### src/rtl/brapq_pkg.sv
// ----------------------------------------------------------------------------
// brapq_pkg: shared types and constants
// Item formats, controller states and the command/status groups between the
// controller and the datapath of the blocked range-add / point-query unit.
// ----------------------------------------------------------------------------
package brapq_pkg;

    localparam int MAX_SIZE_DEF   = 1024;
    localparam int BLOCK_SIZE_DEF = 32;

    localparam int IDX_W  = 11;
    localparam int DATA_W = 32;

    localparam logic [IDX_W-1:0] SIZE_RESET = 11'd1024;

    localparam logic OP_ADD   = 1'b0;
    localparam logic OP_QUERY = 1'b1;

    localparam logic STATUS_OK  = 1'b0;
    localparam logic STATUS_BAD = 1'b1;

    typedef struct packed {
        logic                     opcode;
        logic [IDX_W-1:0]         left;
        logic [IDX_W-1:0]         right;
        logic signed [DATA_W-1:0] amount;
        logic [IDX_W-1:0]         position;
    } in_item_t;

    typedef struct packed {
        logic signed [DATA_W-1:0] value;
        logic                     status;
    } out_item_t;

    typedef enum logic [2:0] {
        ST_CLEAR,
        ST_IDLE,
        ST_DECIDE,
        ST_WALK_FIRST,
        ST_WALK_BLOCKS,
        ST_WALK_LAST,
        ST_POST
    } ctrl_state_t;

    typedef enum logic [1:0] {
        SEG_FIRST,
        SEG_BLOCKS,
        SEG_LAST
    } seg_t;

    typedef struct packed {
        logic clear;
        logic load;
        logic walk_start;
        seg_t seg;
        logic post;
    } dp_cmd_t;

    typedef struct packed {
        logic clear_last;
        logic bad;
        logic is_query;
        logic split;
        logic has_blocks;
        logic walk_busy;
        logic out_free;
    } dp_status_t;

endpackage

### src/rtl/brapq_ctrl.sv
// ----------------------------------------------------------------------------
// brapq_ctrl: sequencer
// Runs the clearing pass, takes one item at a time, orders the one to three
// walks of a range add and posts the result into the output register.
// ----------------------------------------------------------------------------
module brapq_ctrl
(
    input  logic                   clk,
    input  logic                   rst_n,
    input  logic                   in_valid,
    output logic                   in_stall,
    input  brapq_pkg::dp_status_t  st,
    output brapq_pkg::dp_cmd_t     cmd
);

    brapq_pkg::ctrl_state_t state_reg;
    brapq_pkg::ctrl_state_t state_next;

    always_ff @(posedge clk or negedge rst_n)
    begin
        if (!rst_n)
        begin
            state_reg <= brapq_pkg::ST_CLEAR;
        end
        else
        begin
            state_reg <= state_next;
        end
    end

    always_comb
    begin
        state_next     = state_reg;
        cmd.clear      = 1'b0;
        cmd.load       = 1'b0;
        cmd.walk_start = 1'b0;
        cmd.seg        = brapq_pkg::SEG_FIRST;
        cmd.post       = 1'b0;
        in_stall       = 1'b1;

        case (state_reg)
            brapq_pkg::ST_CLEAR:
            begin
                cmd.clear = 1'b1;
                if (st.clear_last)
                begin
                    state_next = brapq_pkg::ST_IDLE;
                end
            end
            brapq_pkg::ST_IDLE:
            begin
                in_stall = 1'b0;
                if (in_valid)
                begin
                    cmd.load   = 1'b1;
                    state_next = brapq_pkg::ST_DECIDE;
                end
            end
            brapq_pkg::ST_DECIDE:
            begin
                // query data is read during this cycle
                if (st.bad || st.is_query)
                begin
                    state_next = brapq_pkg::ST_POST;
                end
                else
                begin
                    cmd.walk_start = 1'b1;
                    cmd.seg        = brapq_pkg::SEG_FIRST;
                    state_next     = brapq_pkg::ST_WALK_FIRST;
                end
            end
            brapq_pkg::ST_WALK_FIRST:
            begin
                if (!st.walk_busy)
                begin
                    if (!st.split)
                    begin
                        state_next = brapq_pkg::ST_POST;
                    end
                    else if (st.has_blocks)
                    begin
                        cmd.walk_start = 1'b1;
                        cmd.seg        = brapq_pkg::SEG_BLOCKS;
                        state_next     = brapq_pkg::ST_WALK_BLOCKS;
                    end
                    else
                    begin
                        cmd.walk_start = 1'b1;
                        cmd.seg        = brapq_pkg::SEG_LAST;
                        state_next     = brapq_pkg::ST_WALK_LAST;
                    end
                end
            end
            brapq_pkg::ST_WALK_BLOCKS:
            begin
                if (!st.walk_busy)
                begin
                    cmd.walk_start = 1'b1;
                    cmd.seg        = brapq_pkg::SEG_LAST;
                    state_next     = brapq_pkg::ST_WALK_LAST;
                end
            end
            brapq_pkg::ST_WALK_LAST:
            begin
                if (!st.walk_busy)
                begin
                    state_next = brapq_pkg::ST_POST;
                end
            end
            brapq_pkg::ST_POST:
            begin
                if (st.out_free)
                begin
                    cmd.post   = 1'b1;
                    state_next = brapq_pkg::ST_IDLE;
                end
            end
            default:
            begin
                state_next = brapq_pkg::ST_IDLE;
            end
        endcase
    end

endmodule

### config.mk
export PLATFORM = sky130hd
export DESIGN_NAME = brapq_ctrl
export DESIGN_NICKNAME = d
export VERILOG_FILES = /design/src/rtl/brapq_pkg.sv /design/src/rtl/brapq_ctrl.sv
export SDC_FILE = /design/constraint.sdc
export NUM_CORES = 1
export LEC_CHECK = 0
export ABC_AREA = 1
export BUFFER_PORTS_ARGS = -buffer_cell sky130_fd_sc_hd__clkbuf_2
export CAP_MARGIN = 20
export CORE_AREA = 2 2 39 41
export DETAILED_ROUTE_END_ITERATION = 8
export DIE_AREA = 0 0 41 43
export GPL_TIMING_DRIVEN = 0
export SYNTH_ARGS = -nofsm -noshare
export SYNTH_HDL_FRONTEND = slang
export SYNTH_SLANG_ARGS = --single-unit
export TNS_END_PERCENT = 10
### constraint.sdc
create_clock -name clk -period 1.4 [get_ports clk]
set_clock_uncertainty 0.05 [all_clocks]
set_input_delay 0.07 -clock clk [delete_from_list [all_inputs] [get_ports clk]]
set_output_delay 0.07 -clock clk [all_outputs]
set_load 0.005 [all_outputs]
==> impl_metrics.ini, run 1 <==
[timing]
final_max_slew_viol_count = 0
finalHoldViolations = 0
fin_crit_ns = 1.37
fin_crit_sh = 0.976
clock.fmax_mhz = 732
worstMarginPinSlew_ns = 0.202
tns_ns = 0
max-slew-margin-rel = 0.865
setup_violations = 0
rsz0062_at_grt = yes

[floorplan]
dieArea_um2 = 1760
core_area_um2 = 1380
row_count = 14
die_x_um = 41
die_y_um = 43
ios = 17
start_util = 0.278

[pwr]
peakVddDrop_v = 0.000848
comb_power_share = 0.711
p_sw_mw = 0.507
clockPowerShare = 0.141
p_int_mw = 0.564
p_per_area_nw_per_um2 = 1770
p_sw_frac = 0.473
power.leakage_nw = 0.351
pwr-share-seq = 0.148

[routing]
drt_iter0_markers = 5
dr_total_vias = 489
wl_per_cell_um = 8.97
drc = 0
via_per_inst = 4.49
drt-total-wl_um = 978
ant_nets = 0
dr.pass1.iters = 4

[setup_path]
critPathMaxStageDelay_ns = 0.47
cp_top_family = flip-flops
endpoint_kind = output port
path_max_fanout = 7
required_ns = 1.28
crit_chain = inv_4, nand3_1, o31ai_2, buf_2
criticalPathCategory = register to output port
path_buf_inv = 2
crit_slowest_cell = dfrtp_2
cp.arrival_ns = 1.25
crit_path_start_kind = register

[cells_and_area]
multi_input_area_um2 = 280
stdcell_count = 109
final_layout_size_suffix_gt1_frac = 0.441
seqCellArea_um2 = 76.3
largest_reg_flops = 3
antenna_cells = 0
final_core_util = 0.438
area_growth_pct = 57.7
nFillCells = 150
final_nets = 105

[logic_synthesis]
synth_cell_types = 20
synth_nets = 78
netlist_area_um2 = 384
ys_warn_count = 0
synth_area_per_cell_um2 = 5.73
ys_seq_area_frac = 0.195
syn_inst = 67
synth_top_flop_cell = dfrtp_1
async_flop_share = 1.00
ys_ff_latch = 3
synth_edf_count = 0

[cts]
insertion_delay_ns = 0.23
cts-root-to-sink-buffers = 2
cts_max_level = 1
numCtsBuffers = 3
cts_root_buf = clkbuf_4
cts.sinks = 3
clk_pin_slew_ns = 0.04
tritoncts = built

[run_status]
outcome = complete, no violations

[global_route]
grt_pass1_vias = 454
antenna_found_initial = 0
grt_max_degree = 11
grt-ovfl-total = 0
grt_pass1_wl_um = 1670
grt_use_total = 0.137

[placement]
hpwl_um = 698
port-buffer-count = 16
routabilityCongestion = 0.763
dpl.cell_count = 99

[flow_run]
drv_cap = 0

[min_path]
hold_class = primary input to asynchronous set/reset pin
cell families (layout without fill, tap and decap cells):
group           after synthesis  after routing  share of synthesized area
simple gates                 43             43                      0.524
buf+inv                      14             40                      0.163
compound gates                6              6                     0.0847
flops                         3              3                      0.195
fa+ha+maj                     1              1                     0.0326
through the flow:
step / hold WS, ns / power [mW] / cell area (um^2) / worst slack [ns]
6_report: 0.107 / 1.07 / 606 / 0.0331
5_1_grt: 0.130 / 1.19 / 606 / -0.0461
4_1_cts: 0.106 / 0.970 / 546 / -0.0190
3_5_place_dp: -0.182 / 0.758 / 484 / 0.0513
3_3_place_gp: -0.185 / 0.760 / 484 / 0.0437
2_1_floorplan: -0.276 / 0.612 / 384 / 0.130
routing by layer:
layer  vias up  routed length [um]  global-route usage
met1       222                 398               0.152
met5         -                   0                   0
met3         0                   6             0.00524
met2         3                 573               0.225
met4         0                   0               0.107
li1        264                   -                   -
cell type report:
| class | instances | area share |
|---|---|---|
| Multi-Input combinational cell | 50 | 0.463 |
| Timing Repair Buffer | 22 | 0.211 |
| Sequential cell | 3 | 0.126 |
| Inverter | 12 | 0.0868 |
| Clock buffer | 4 | 0.0434 |
| Buffer | 2 | 0.0372 |
| Tap cell | 16 | 0.0331 |
power by group through the flow:
stage               Clock [mW]  Combinational (mW)  Sequential, mW
floorplan                    0               0.466           0.146
global placement             0               0.607           0.152
detailed placement           0               0.606           0.151
CTS                      0.159               0.655           0.157
global route             0.167               0.863           0.164
finish                   0.151               0.762           0.159
Yosys cell counts, drive strengths merged, types with 2 or more instances:
master / number / area (um^2)
buf: 2 / 15.0
nand2: 24 / 95.1
nand4: 3 / 18.8
inv: 12 / 47.6
nor2: 9 / 43.8
nand3: 4 / 25.0
o21ai: 4 / 20.0
dfrtp: 3 / 75.1
final timing paths:
check | startpoint | to | slack [ns] | cells past startpoint
worst max-delay path | state_reg[2] | cmd[2] | 0.03 | 4
worst min-delay path | rst_n | state_reg[0] | 0.11 | 2
worst max register to register | state_reg[1] | state_reg[0] | 0.09 | 9
worst min register to register | state_reg[1] | state_reg[1] | 0.57 | 3
max in group asynchronous | rst_n | state_reg[2] | 1.07 | 2
min in group clk | st[4] | state_reg[2] | 0.29 | 9
placed cells by master, fill, tap and decap left out, types with 4 or more instances in the layout:
cell type  count
nand2_1       19
clkbuf_2      14
inv_1         10
nand2_2        5
nor2_1         5
buf_4          5
o21ai_1        4
what timing repair did:
action                     in CTS  in global routing
hold endpoints to repair        3                  0
hold buffers                    1                  0
setup endpoints to repair       2                  5
gates resized for setup         7                  9
setup buffers                   1                  4
pin swaps                       2                  3
cloned                          0                  0
(Power assumes the default switching activity.)
==> run 2: changes to the inputs <==
--- a/config.mk
+++ b/config.mk
@@ -12,6 +12,7 @@
 export DETAILED_ROUTE_END_ITERATION = 8
 export DIE_AREA = 0 0 41 43
 export GPL_TIMING_DRIVEN = 0
+export RECOVER_POWER = 100
 export SYNTH_ARGS = -nofsm -noshare
 export SYNTH_HDL_FRONTEND = slang
 export SYNTH_SLANG_ARGS = --single-unit
==> impl_metrics.ini, run 2 (same netlist as run 1, synthesis figures left out) <==
[flow_run]
drv_cap = 0

[routing]
drc = 0
wl_per_cell_um = 8.96
dr_total_vias = 489
drt-total-wl_um = 977
dr.pass1.iters = 4
drt_iter0_markers = 5
ant_nets = 0
via_per_inst = 4.49

[pwr]
peakVddDrop_v = 0.000848
p_per_area_nw_per_um2 = 1770
power.leakage_nw = 0.348

[setup_path]
cp_top_family = flip-flops
r2r_end = state_reg[0]
rrSetupSlack_ns = 0.09
crit_slowest_cell = dfrtp_2
path_max_fanout = 7
criticalPathCategory = register to output port
r2r_cells = 9
required_ns = 1.28
cp.arrival_ns = 1.25
crit_start = state_reg[2]
crit_chain = inv_4, nand3_1, o31ai_2, buf_2
crit_path_start_kind = register
critPathMaxStageDelay_ns = 0.47
path_buf_inv = 2
endpoint_kind = output port
r2r-start = state_reg[1]

[floorplan]
die_x_um = 41
ios = 17
dieArea_um2 = 1760
core_area_um2 = 1380
die_y_um = 43
row_count = 14
start_util = 0.278

[placement]
dpl.cell_count = 99
port-buffer-count = 16
routabilityCongestion = 0.763
hpwl_um = 698
place_worst_setup_slack_ns = 0.0513
placed_area_um2 = 484

[cts]
insertion_delay_ns = 0.23
cts_root_buf = clkbuf_4
numCtsBuffers = 3
clk_pin_slew_ns = 0.04
tritoncts = built
cts_max_level = 1
cts.sinks = 3
cts-root-to-sink-buffers = 2

[min_path]
hold_class = primary input to asynchronous set/reset pin

[global_route]
grt_pass1_wl_um = 1670
grt-ovfl-total = 0
grt_max_degree = 11
grt_pass1_vias = 454
antenna_found_initial = 0
grt_use_total = 0.137

[cells_and_area]
final_cell_mix = 19 x nand2_1, 13 x clkbuf_2, 10 x inv_1
final_core_util = 0.437
largest_reg_flops = 3
area_growth_pct = 57.3
final_layout_size_suffix_gt1_frac = 0.430
final_common_cell = nand2_1
final_area_um2 = 604
stdcell_count = 109
antenna_cells = 0
final_nets = 105

[timing]
worst_hold_slack_ns = 0.110
fin_crit_sh = 0.976
worstMarginPinSlew_ns = 0.202
final_max_slew_viol_count = 0
finalHoldViolations = 0
rsz0062_at_grt = yes
setup_violations = 0
clock.fmax_mhz = 732
fin_crit_ns = 1.37
postLayoutSetupSlackWorst_ns = 0.0331
max-slew-margin-rel = 0.865

[run_status]
outcome = complete, no violations
[run 2: cell counts in the layout (fill, tap and decap cells not counted)]
No cell type changed its count.
[run 2: worst max-delay path by stage]
| stage | endpoint | depth (start not counted) |
|---|---|---|
| 2_1_floorplan | state_reg[0] | 9 |
| 3_3_place_gp | state_reg[0] | 9 |
| 3_5_place_dp | state_reg[0] | 9 |
| 4_1_cts | cmd[0] | 5 |
| 5_1_grt | cmd[2] | 4 |
| 6_report | cmd[2] | 4 |
[run 2: cell type report]
cell class,instances,area (um^2)
fillers,151,779
multi-input cells,50,280
repair buffers,22,126
flip-flops and latches,3,76.3
inverters,12,52.6
clock buffers,4,26.3
plain buffers,2,22.5
well taps,16,20.0
[run 2: worst register-to-register path, delay by kind of cell, from the launching register on]
family / cells / cell delay (ns)
adders and majority gates: 1 / 0.24
buffers and inverters: 3 / 0.26
DFF: 1 / 0.36
and+or+nand+nor: 5 / 0.29
[run 2: timing repair]
action                                  in CTS  in global routing
endpoints found under the hold margin        3                  0
endpoints found under the setup margin       2                  5
setup buffers                                1                  4
hold buffers                                 1                  0
cloned                                       0                  0
pin swaps                                    2                  3
resized for setup                            7                  9
[run 2: stage by stage]
stage	power, mW	setup TNS [ns]
final	1.07	0
after global routing	1.19	-0.101
after CTS	0.970	-0.0260
after detailed placement	0.758	0
after global placement	0.760	0
after floorplan	0.612	0
[run 2: metal layers]
layer	GRT usage	wire length (um)	vias up	share of wire
met2	0.225	572	3	0.59
met4	0.107	0	0	0
met1	0.152	398	222	0.41
met3	0.00524	6	0	0.0061
li1	-	-	264	-
met5	0	0	-	0
[run 2: power breakdown]
part	switching (mW)	internal, mW	leakage [nW]	total (mW)
Clock	0.0440	0.107	0.0150	0.151
Sequential	0.0360	0.123	0.0370	0.159
Combinational	0.427	0.334	0.296	0.761
Total	0.507	0.564	0.348	1.07
